[src/design/bbr_pkg.sv]
// shared types, constants and helpers of the byte buffer bit reader
// no dependencies
package bbr_pkg;

  localparam int STORE_DEPTH    = 4096;
  localparam int MAX_READ_BITS  = 32;
  localparam int MAX_READ_BYTES = 4;

  localparam int ADDR_W = $clog2(STORE_DEPTH);
  localparam int LEN_W  = 13;
  localparam int POS_W  = LEN_W + 3;
  localparam int NB_W   = 6;
  localparam int VAL_W  = 32;

  // fetch window: enough bytes for the widest bit read at any bit offset
  localparam int WIN_RAW   = (MAX_READ_BITS + 14) / 8;
  localparam int WIN_BYTES = (WIN_RAW > MAX_READ_BYTES) ? WIN_RAW : MAX_READ_BYTES;
  localparam int WIN_W     = 8 * WIN_BYTES;
  localparam int CNT_W     = $clog2(WIN_BYTES + 1);
  localparam int SH_W      = $clog2(WIN_W + 1);

  localparam logic [31:0] DEPTH_W32 = 32'(STORE_DEPTH);

  localparam logic [2:0] KIND_WRITE     = 3'd0;
  localparam logic [2:0] KIND_RESTART   = 3'd1;
  localparam logic [2:0] KIND_READ_LSB  = 3'd2;
  localparam logic [2:0] KIND_READ_MSB  = 3'd3;
  localparam logic [2:0] KIND_READ_CODE = 3'd4;
  localparam logic [2:0] KIND_READ_BYTES = 3'd5;
  localparam logic [2:0] KIND_ALIGN     = 3'd6;

  typedef struct packed {
    logic [2:0]      kind;
    logic [NB_W-1:0] count;
    logic [7:0]      data_byte;
  } bbr_req_t;

  typedef struct packed {
    logic [VAL_W-1:0] value;
    logic             overrun;
    logic [LEN_W-1:0] byte_offset;
    logic [2:0]       bit_offset;
  } bbr_res_t;

  typedef struct packed {
    logic              wr_en;
    logic [ADDR_W-1:0] addr;
    logic [7:0]        wdata;
  } bbr_mem_req_t;

  function automatic logic [7:0] rev8(input logic [7:0] b);
    logic [7:0] r;
    for (int i = 0; i < 8; i++) begin
      r[i] = b[7-i];
    end
    return r;
  endfunction

endpackage

[src/design/bbr_core.sv]
// sequencer and shared add/compare and shift unit of the bit reader
// depends on bbr_pkg; drives the byte store
module bbr_core import bbr_pkg::*; (
  input  logic             clk,
  input  logic             rst,
  input  logic [LEN_W-1:0] stream_length,
  input  logic             req_valid,
  output logic             req_ready,
  input  bbr_req_t         req,
  output bbr_mem_req_t     mem_req,
  input  logic [7:0]       mem_rd_data,
  output logic             res_valid,
  input  logic             res_ready,
  output bbr_res_t         res
);

  localparam logic [2:0] S_IDLE   = 3'd0;
  localparam logic [2:0] S_DECODE = 3'd1;
  localparam logic [2:0] S_CHECK  = 3'd2;
  localparam logic [2:0] S_FETCH  = 3'd3;
  localparam logic [2:0] S_FINISH = 3'd4;
  localparam logic [2:0] S_WRITE  = 3'd5;

  localparam logic [1:0] MODE_LSB  = 2'd0;
  localparam logic [1:0] MODE_MSB  = 2'd1;
  localparam logic [1:0] MODE_CODE = 2'd2;

  logic [2:0]       state;
  bbr_req_t         cur;
  logic [LEN_W-1:0] bp;
  logic [2:0]       bitp;
  logic [LEN_W-1:0] base;
  logic [2:0]       sh;
  logic [NB_W-1:0]  nbits;
  logic [1:0]       mode;
  logic             far;
  logic             ovr;
  logic [VAL_W-1:0] value;
  logic [WIN_W-1:0] acc;
  logic [CNT_W-1:0] fcnt;

  logic [LEN_W-1:0] len;
  logic [NB_W-1:0]  n_bits_sat;
  logic [NB_W-1:0]  n_bytes_sat;
  logic [LEN_W:0]   step_up;
  logic [LEN_W-1:0] start;
  logic [POS_W:0]   newpos;
  logic [POS_W:0]   limit;
  logic [7:0]       in_byte;
  logic [WIN_W-1:0] acc_next;
  logic [SH_W-1:0]  amt;
  logic [WIN_W-1:0] shifted;
  logic [VAL_W:0]   mask;
  logic             wr_ok;

  always_comb begin
    len = (32'(stream_length) > DEPTH_W32) ? DEPTH_W32[LEN_W-1:0] : stream_length;
    n_bits_sat  = (cur.count > NB_W'(MAX_READ_BITS)) ? NB_W'(MAX_READ_BITS) : cur.count;
    n_bytes_sat = (cur.count > NB_W'(MAX_READ_BYTES)) ? NB_W'(MAX_READ_BYTES) : cur.count;
    step_up = {1'b0, bp} + (LEN_W+1)'(bitp != 3'd0);
    start   = (step_up > {1'b0, len}) ? len : step_up[LEN_W-1:0];
    wr_ok   = bp < len;
    // shared adder and compare: end position of the access against the stream end
    newpos  = {1'b0, base, sh} + (POS_W+1)'(nbits);
    limit   = {1'b0, len, 3'b000};
  end

  // shift register assembling the fetch window
  always_comb begin
    in_byte = (mode == MODE_CODE) ? rev8(mem_rd_data) : mem_rd_data;
    if (mode == MODE_MSB) begin
      acc_next = {acc[WIN_W-9:0], in_byte};
    end else begin
      acc_next = {in_byte, acc[WIN_W-1:8]};
    end
  end

  // shared barrel shifter and field mask
  always_comb begin
    if (mode == MODE_MSB) begin
      amt = SH_W'(WIN_W) - SH_W'(sh) - SH_W'(nbits);
    end else begin
      amt = SH_W'(sh);
    end
    shifted = acc >> amt;
    mask    = ((VAL_W+1)'(1) << nbits) - (VAL_W+1)'(1);
  end

  always_comb begin
    mem_req.wr_en = (state == S_DECODE) && (cur.kind == KIND_WRITE) && wr_ok;
    mem_req.wdata = cur.data_byte;
    if (state == S_DECODE) begin
      mem_req.addr = ADDR_W'(bp);
    end else begin
      mem_req.addr = ADDR_W'(base) + ADDR_W'(fcnt);
    end
  end

  assign req_ready       = (state == S_IDLE);
  assign res_valid       = (state == S_WRITE);
  assign res.value       = value;
  assign res.overrun     = ovr;
  assign res.byte_offset = bp;
  assign res.bit_offset  = bitp;

  always_ff @(posedge clk) begin
    if (rst) begin
      state <= S_IDLE;
      bp    <= '0;
      bitp  <= '0;
    end else begin
      case (state)
        S_IDLE: begin
          if (req_valid) begin
            cur   <= req;
            state <= S_DECODE;
          end
        end
        S_DECODE: begin
          value <= '0;
          ovr   <= 1'b0;
          state <= S_WRITE;
          case (cur.kind)
            KIND_WRITE: begin
              if (wr_ok) begin
                bp <= bp + LEN_W'(1);
              end else begin
                ovr <= 1'b1;
              end
            end
            KIND_RESTART: begin
              bp   <= '0;
              bitp <= '0;
            end
            KIND_READ_LSB, KIND_READ_MSB, KIND_READ_CODE: begin
              base  <= bp;
              sh    <= bitp;
              nbits <= n_bits_sat;
              far   <= 1'b0;
              if (cur.kind == KIND_READ_MSB) begin
                mode <= MODE_MSB;
              end else if (cur.kind == KIND_READ_CODE) begin
                mode <= MODE_CODE;
              end else begin
                mode <= MODE_LSB;
              end
              state <= S_CHECK;
            end
            KIND_READ_BYTES: begin
              base  <= start;
              sh    <= '0;
              nbits <= NB_W'({n_bytes_sat, 3'b000});
              far   <= bp > len;
              mode  <= MODE_MSB;
              state <= S_CHECK;
            end
            KIND_ALIGN: begin
              if (bitp != 3'd0) begin
                bp   <= start;
                bitp <= '0;
              end
            end
            default: begin
            end
          endcase
        end
        S_CHECK: begin
          fcnt <= '0;
          if (newpos > limit || far) begin
            // overrun: all ones, park at the stream end
            ovr   <= 1'b1;
            value <= '1;
            bp    <= len;
            bitp  <= '0;
            state <= S_WRITE;
          end else begin
            state <= S_FETCH;
          end
        end
        S_FETCH: begin
          if (fcnt != '0) begin
            acc <= acc_next;
          end
          fcnt <= fcnt + CNT_W'(1);
          if (fcnt == CNT_W'(WIN_BYTES)) begin
            state <= S_FINISH;
          end
        end
        S_FINISH: begin
          value <= shifted[VAL_W-1:0] & mask[VAL_W-1:0];
          bp    <= LEN_W'(newpos >> 3);
          bitp  <= newpos[2:0];
          state <= S_WRITE;
        end
        S_WRITE: begin
          if (res_ready) begin
            state <= S_IDLE;
          end
        end
        default: begin
          state <= S_IDLE;
        end
      endcase
    end
  end

endmodule

[config.mk]
export PLATFORM = sky130hd
export DESIGN_NAME = bbr_core
export DESIGN_NICKNAME = d
export VERILOG_FILES = /design/src/design/bbr_pkg.sv /design/src/design/bbr_core.sv
export SDC_FILE = /design/constraint.sdc
export NUM_CORES = 1
export LEC_CHECK = 0
export BUFFER_PORTS_ARGS = -buffer_cell sky130_fd_sc_hd__buf_2
export CAP_MARGIN = 20
export CELL_PAD_IN_SITES_DETAIL_PLACEMENT = 1
export CELL_PAD_IN_SITES_GLOBAL_PLACEMENT = 1
export CORE_MARGIN = 1
export CORE_UTILIZATION = 51
export CTS_BUF_LIST = sky130_fd_sc_hd__clkbuf_2
export DETAILED_ROUTE_END_ITERATION = 6
export PLACE_DENSITY = 0.95
export SYNTH_ARGS = -nofsm -noshare
export SYNTH_HDL_FRONTEND = slang
export SYNTH_SLANG_ARGS = --single-unit
[constraint.sdc]
create_clock -name clk -period 8.6 [get_ports clk]
set_input_delay 0.43 -clock clk [delete_from_list [all_inputs] [get_ports clk]]
set_output_delay 0.43 -clock clk [all_outputs]
set_load 0.01 [all_outputs]
After elaboration in Yosys (flattened, before gate mapping)
Index checks and enable logic that the tools add are counted.
- register bits: 137
- input bits: 42
- output and inout port bits: 72
- word-level logic and storage cells: 115
- $add $sub $neg: 8
- $lt $le $gt $ge: 7
- equality and inequality tests: 22
- shift-type cells: 2
- muxes and demuxes: 37
- bitwise logic cells: 2
- reductions and logical operators: 22
- operators with widths (kind ; number):
    $pmux W32 S3 ; 1
    $pmux W13 S3 ; 2
    $mux W13 ; 5
    $mux W40 ; 1
    $shr A40 B6 Y32 ; 1
    $and A32 B32 Y32 ; 1
    $mux W32 ; 1
    $shl A1 B6 Y32 const A ; 1
    $sub A32 B2 Y32 const B ; 1
    $pmux W13 S2 ; 1
    $mux W3 ; 8
    $eq A3 B3 Y1 const B ; 6
    $pmux W3 S2 ; 3
    $pmux W3 S6 ; 1
    $reduce_and A3 Y1 ; 6
    $add A16 B6 Y17 ; 1
    $gt A17 B16 Y1 ; 1
    $add A13 B1 Y14 ; 1
    $gt A14 B13 Y1 ; 1
    $add A13 B1 Y13 const B ; 1
    $gt A13 B13 Y1 ; 1
    $gt A13 B13 Y1 const B ; 1
    $lt A13 B13 Y1 ; 1
    $add A12 B3 Y12 ; 1
    other kinds (34) ; 52

Longest topological paths before layout
- word-level depth: 7
- depth in mapped cells: 19
- depth with buffers taken out: 17

Worst setup path after synthesis
No wires, ideal clock.
- path type: register -> register
- start: reg nbits[2]
- end: reg value[0] (enable)
- library setup time: 425 ps
- arrival: 4624 ps
- data required time: 8175 ps
- path slack: 3551 ps
- cell stages (with the launch flop): 16
- path buffers: 0
- period minus slack after synthesis: 5049 ps
- cell sequence: edfxtp_1 inv_1 ha_1 and4_1 o311ai_1 a2111oi_2 and3_1 xor2_1 ha_1 nand3_1 nor3_1 o41ai_1 a31oi_1 o21a_1 or3_1 nor2b_1
- cells in the longest elaborated chain, start to end: 5
- RTL lines (what ; RTL line ; RTL):
    start, declared ; bbr_core.sv:34 ; logic [NB_W-1:0] nbits;
    start signal, assigned ; bbr_core.sv:138 ; nbits <= n_bits_sat;
    start signal, assigned ; bbr_core.sv:152 ; nbits <= NB_W'({n_bytes_sat, 3'b000});
    $add A16 B6 Y17 ; bbr_core.sv:64 ; newpos = {1'b0, base, sh} + (POS_W+1)'(nbits);
    $gt A17 B16 Y1 ; bbr_core.sv:169 ; if (newpos > limit || far) begin
    $logic_or A1 B1 Y1 ; bbr_core.sv:169 ;
    $ne A2 B2 Y1 (no source line) ; - ;
    $reduce_and A3 Y1 (no source line) ; - ;
    end signal, assigned ; bbr_core.sv:190 ; value <= shifted[VAL_W-1:0] & mask[VAL_W-1:0];
    end, declared ; bbr_core.sv:38 ; logic [VAL_W-1:0] value;
Every way passes these cells.
A chain may end at the register's enable or synchronous reset.

Worst setup path in the final report
- start: reg nbits[2]
- end: reg bp[2]
- cells in the longest elaborated chain, start to end: 5
- elaborated cells between the ends (all ways): 6
- those cells by class: add/sub (1); order compare (1); eq/ne (1); mux (1); reduce/logical (2)
- RTL lines (what ; RTL line ; RTL):
    $add A16 B6 Y17 * ; bbr_core.sv:64 ;
    $gt A17 B16 Y1 ; bbr_core.sv:169 ;
    $logic_or A1 B1 Y1 ; bbr_core.sv:169 ;
    $ne A2 B2 Y1 (no source line) ; - ;
    $reduce_and A5 Y1 (no source line) ; - ;
    end signal, assigned ; bbr_core.sv:159 ; bp <= start;
    end signal, assigned ; bbr_core.sv:173 ; bp <= len;
    end signal, assigned ; bbr_core.sv:191 ; bp <= LEN_W'(newpos >> 3);
    end, declared ; bbr_core.sv:30 ; logic [LEN_W-1:0] bp;
Mark *: on every way between the ends. The rest lies on a longest branch, timed or not.

==> insert_results.sql <==
INSERT INTO impl_metrics (metric_group, metric, value, unit) VALUES
('hold_path', 'hp-start', 'rst', ''),
('worst_setup_path', 'cp_cell_sequence', 'inv_1 > ha_1 > and4_1 > o311ai_1 > a2111oi_2 > and3_1 > xor2_1 > ha_1 > nand3_1 > nor4_1 > nor3b_1 > a31oi_1 > o21a_1 > o31a_1 > nor2_1 > a211oi_1', ''),
('timing', 'max_slew.worst_pin.slew', '1.10', 'ns'),
('yosys', 'synth_enable_flop_cells', '118', ''),
('die', 'rows', '54', ''),
('clock_network', 'clk_transition_reported_paths', '0.42', 'ns'),
('yosys', 'synthesis.instances', '1367', ''),
('worst_setup_path', 'worstReg2RegStart', 'nbits[2]$_SDFFCE_PP0P_', ''),
('die', 'design.core.area', '22000', 'µm²'),
('timing', 'skew', '0.161', 'ns'),
('worst_setup_path', 'worstSetupStartpointType', 'flop', ''),
('placed_design', 'gp_routability_congestion', '1.02', ''),
('drt', 'met3_length', '3020', 'µm'),
('global_route', 'grt_pass1_wl', '68400', 'µm'),
('worst_setup_path', 'worstPathRequired', '9.27', 'ns'),
('clock_network', 'post_cts.resized_instances', '0', ''),
('die', 'io_pins', '114', ''),
('drt', 'first_iter_violations', '1025', ''),
('timing', 'period_needed', '5.27', 'ns'),
('yosys', 'syn_area', '11500', 'µm²'),
('status', 'status', 'finished, violations left', ''),
('drt', 'route.top_layer_used', 'met4', ''),
('drt', 'detailedRoute.firstPassIterationCount', '7', ''),
('die', 'die_area', '23100', 'µm²'),
('clock_network', 'cts_sinks', '137', ''),
('timing', 'hold_viol', '0', ''),
('job', 'max-cap-violations', '0', ''),
('worst_setup_path', 'crit_arrival', '5.94', 'ns'),
('worst_setup_path', 'critical-path-slowest-cell', 'sky130_fd_sc_hd__o31a_1', ''),
('power', 'leakagePower', '0.00515', 'µW'),
('worst_setup_path', 'crit_path_frequent_cell', 'sky130_fd_sc_hd__ha_1', ''),
('timing', 'tns', '0', 'ns'),
('layout', 'total_area_of_multi_input_combinational_cells', '6970', 'µm²'),
('drt', 'via_count', '11600', ''),
('status', 'violations', 'DRC', ''),
('layout', 'final_layout_size_suffix_gt1_frac', '0.135', ''),
('layout', 'fillCellCount', '2706', ''),
('clock_network', 'htreeDepth', '4', ''),
('worst_setup_path', 'crit_path_end_kind', 'flop', ''),
('hold_path', 'hold_path_class', 'in2reg', ''),
('die', 'die_height', '152', 'µm'),
('yosys', 'synth.lib_cells_used.distinct', '80', ''),
('clock_network', 'cts.root.buffer_cell', 'sky130_fd_sc_hd__clkbuf_2', ''),
('clock_network', 'worst_case_clock_buffer_depth', '2', ''),
('power', 'power.density', '196', 'nW/µm²'),
('yosys', 'synth.yosys.seq_area_share', '0.342', ''),
('die', 'die_width', '152', 'µm'),
('yosys', 'synth-async-reset-ratio', '0', ''),
('yosys', 'post_synth.cell_area_avg', '8.40', 'µm²'),
('global_route', 'global_route.usage.total', '0.381', ''),
('drt', 'finalWirelength', '43700', 'µm'),
('global_route', 'antenna_found_initial', '2', ''),
('layout', 'finish.net_count', '1542', ''),
('timing', 'timing.max_slew.rel_slack', '0.267', ''),
('drt', 'wl_per_cell', '25.3', 'µm'),
('drt', 'route.detailed.drc', '20', ''),
('worst_setup_path', 'worst_path_largest_cell_delay', '0.82', 'ns'),
('drt', 'post_route_m1_wl', '16500', 'µm'),
('timing', 'slew_viol_final', '0', ''),
('power', 'total_power', '2460', 'µW'),
('timing', 'hold_slack', '0.0350', 'ns'),
('placed_design', 'place_ws', '3.52', 'ns'),
('timing', 'fin_crit_sh', '0.612', ''),
('clock_network', 'cts_inserted_buffers', '17', ''),
('placed_design', 'numPortBuffers', '113', ''),
('timing', 'final-setup-viol-count', '0', ''),
('yosys', 'synth-warning-count', '0', ''),
('drt', 'wl_met2', '21300', 'µm'),
('placed_design', 'dpl.hpwl', '31600', 'µm'),
('yosys', 'synth-seq-cells', '137', ''),
('worst_setup_path', 'timing.setup.critical_path_class', 'reg2reg', '');
[placed cells by master, fill, tap and decap left out, types with 21 or more instances in the layout]
cell type                       count
sky130_fd_sc_hd__xnor2_1           34
sky130_fd_sc_hd__a22oi_1           29
sky130_fd_sc_hd__nor2_1           100
sky130_fd_sc_hd__o22ai_1           21
sky130_fd_sc_hd__o21ai_0           89
sky130_fd_sc_hd__edfxtp_1         118
sky130_fd_sc_hd__nand3_1           46
sky130_fd_sc_hd__inv_1             30
sky130_fd_sc_hd__nor3_1            27
sky130_fd_sc_hd__a21oi_1           73
sky130_fd_sc_hd__mux2i_1           79
sky130_fd_sc_hd__buf_2            113
sky130_fd_sc_hd__dlygate4sd3_1     26
sky130_fd_sc_hd__nand2_1          248
sky130_fd_sc_hd__ha_1              60
[worst max-delay path: cells and delay by family, from the launching register on]
family	cells	cell delay (ns)
XOR/XNOR	1	0.20
buffers and inverters	1	0.27
AO/OA/AOI/OAI	6	2.25
adder cells (fa/ha/maj)	2	0.79
AND/OR/NAND/NOR	6	0.97
flip-flops	1	0.71
[cells by family (layout without fill, tap and decap cells)]
group	after synthesis	in the layout	synth area share
compound gates	341	341	0.190
simple gates	539	539	0.215
other cells	0	2	0
mux	97	97	0.0870
buf+inv	136	218	0.0539
fa+ha+maj	64	64	0.0723
flops	137	137	0.342
xor+xnor	53	53	0.0404
[sequential cells by signal, indices dropped and copies added, names as in the netlist]
register / count
base: 13
mem_req: 8
value: 32
nbits: 6
fcnt: 3
far: 1
bitp: 3
ovr: 1
mode: 2
cur: 9
acc: 40
bp: 13
sh: 3
state: 3
[cell type report]
| type | count | share of cell area |
|---|---|---|
| multi-input cells | 1094 | 0.555 |
| flip-flops and latches | 137 | 0.312 |
| clock inverters | 14 | 0.0128 |
| well taps | 280 | 0.0279 |
| diodes | 2 | 0.000398 |
| repair buffers | 155 | 0.0753 |
| clock buffers | 18 | 0.00717 |
| inverters | 31 | 0.00926 |
[per-layer routing]
metal | GRT usage | vias up
met5 | 0.0124 | -
met4 | 0.252 | 0
met3 | 0.0576 | 178
met2 | 0.656 | 611
met1 | 0.443 | 5728
li1 | - | 5119
[where the power goes]
group	internal, µW	switching [µW]
registers	813	129
logic	384	691
clock network	141	307
[synth_stat cells, types with 4 or more instances]
master / instances / area (µm²)
sky130_fd_sc_hd__o22ai_1: 21 / 131
sky130_fd_sc_hd__clkbuf_1: 63 / 236
sky130_fd_sc_hd__buf_1: 6 / 22.5
sky130_fd_sc_hd__buf_4: 13 / 97.6
sky130_fd_sc_hd__a211oi_1: 18 / 135
sky130_fd_sc_hd__and3_1: 9 / 56.3
sky130_fd_sc_hd__buf_6: 5 / 56.3
sky130_fd_sc_hd__mux2_2: 13 / 146
sky130_fd_sc_hd__o31ai_1: 7 / 52.6
sky130_fd_sc_hd__a221o_1: 4 / 40.0
sky130_fd_sc_hd__o211ai_1: 11 / 82.6
sky130_fd_sc_hd__inv_1: 30 / 113
sky130_fd_sc_hd__nor2b_1: 17 / 106
sky130_fd_sc_hd__nand3_1: 46 / 230
sky130_fd_sc_hd__fa_1: 4 / 80.1
sky130_fd_sc_hd__or3_1: 9 / 56.3
sky130_fd_sc_hd__o21ai_1: 12 / 60.1
sky130_fd_sc_hd__edfxtp_1: 118 / 3540
sky130_fd_sc_hd__nor3_1: 28 / 140
sky130_fd_sc_hd__ha_1: 60 / 751
sky130_fd_sc_hd__dfxtp_1: 19 / 380
sky130_fd_sc_hd__a22oi_1: 29 / 218
sky130_fd_sc_hd__nand4_1: 19 / 119
sky130_fd_sc_hd__xnor2_1: 34 / 298
sky130_fd_sc_hd__a221oi_1: 6 / 52.6
sky130_fd_sc_hd__and4_1: 4 / 35.0
sky130_fd_sc_hd__buf_2: 18 / 90.1
sky130_fd_sc_hd__a311oi_1: 7 / 61.3
sky130_fd_sc_hd__and2_1: 11 / 68.8
sky130_fd_sc_hd__nand2b_1: 19 / 119
sky130_fd_sc_hd__nor2_1: 101 / 379
sky130_fd_sc_hd__a22o_1: 5 / 43.8
sky130_fd_sc_hd__and3b_1: 4 / 35.0
sky130_fd_sc_hd__a21o_1: 8 / 60.1
sky130_fd_sc_hd__a21oi_1: 73 / 365
sky130_fd_sc_hd__o21ai_0: 89 / 445
sky130_fd_sc_hd__nor3b_1: 4 / 30.0
sky130_fd_sc_hd__mux2i_1: 81 / 811
sky130_fd_sc_hd__a31oi_1: 10 / 62.6
sky130_fd_sc_hd__nand2_1: 248 / 931
sky130_fd_sc_hd__xor2_1: 19 / 166
[timing repair]
action	CTS	global route
endpoints found under the hold margin	25	1
hold buffers	25	1
buffers inserted	0	0
[per-stage QoR]
| step | area, µm² | cells |
|---|---|---|
| detailed placement | 12000 | 1671 |
| floorplan | 11500 | 1367 |
| global route | 12600 | 1730 |
| global placement | 12000 | 1671 |
| finish | 12600 | 1731 |
| CTS | 12500 | 1728 |
[worst paths after layout]
kind | endpoint | slack (ns) | cells past startpoint
setup / recovery | bp[2]$_SDFFE_PP0P_ | 3.33 | 16
setup reg to reg | bp[2]$_SDFFE_PP0P_ | 3.33 | 16
hold reg to reg | acc[9]$_DFFE_PP_ | 0.60 | 2
hold / removal | state[0]$_SDFFE_PP0P_ | 0.03 | 2
Note: power is estimated with default switching activity, not from simulation.
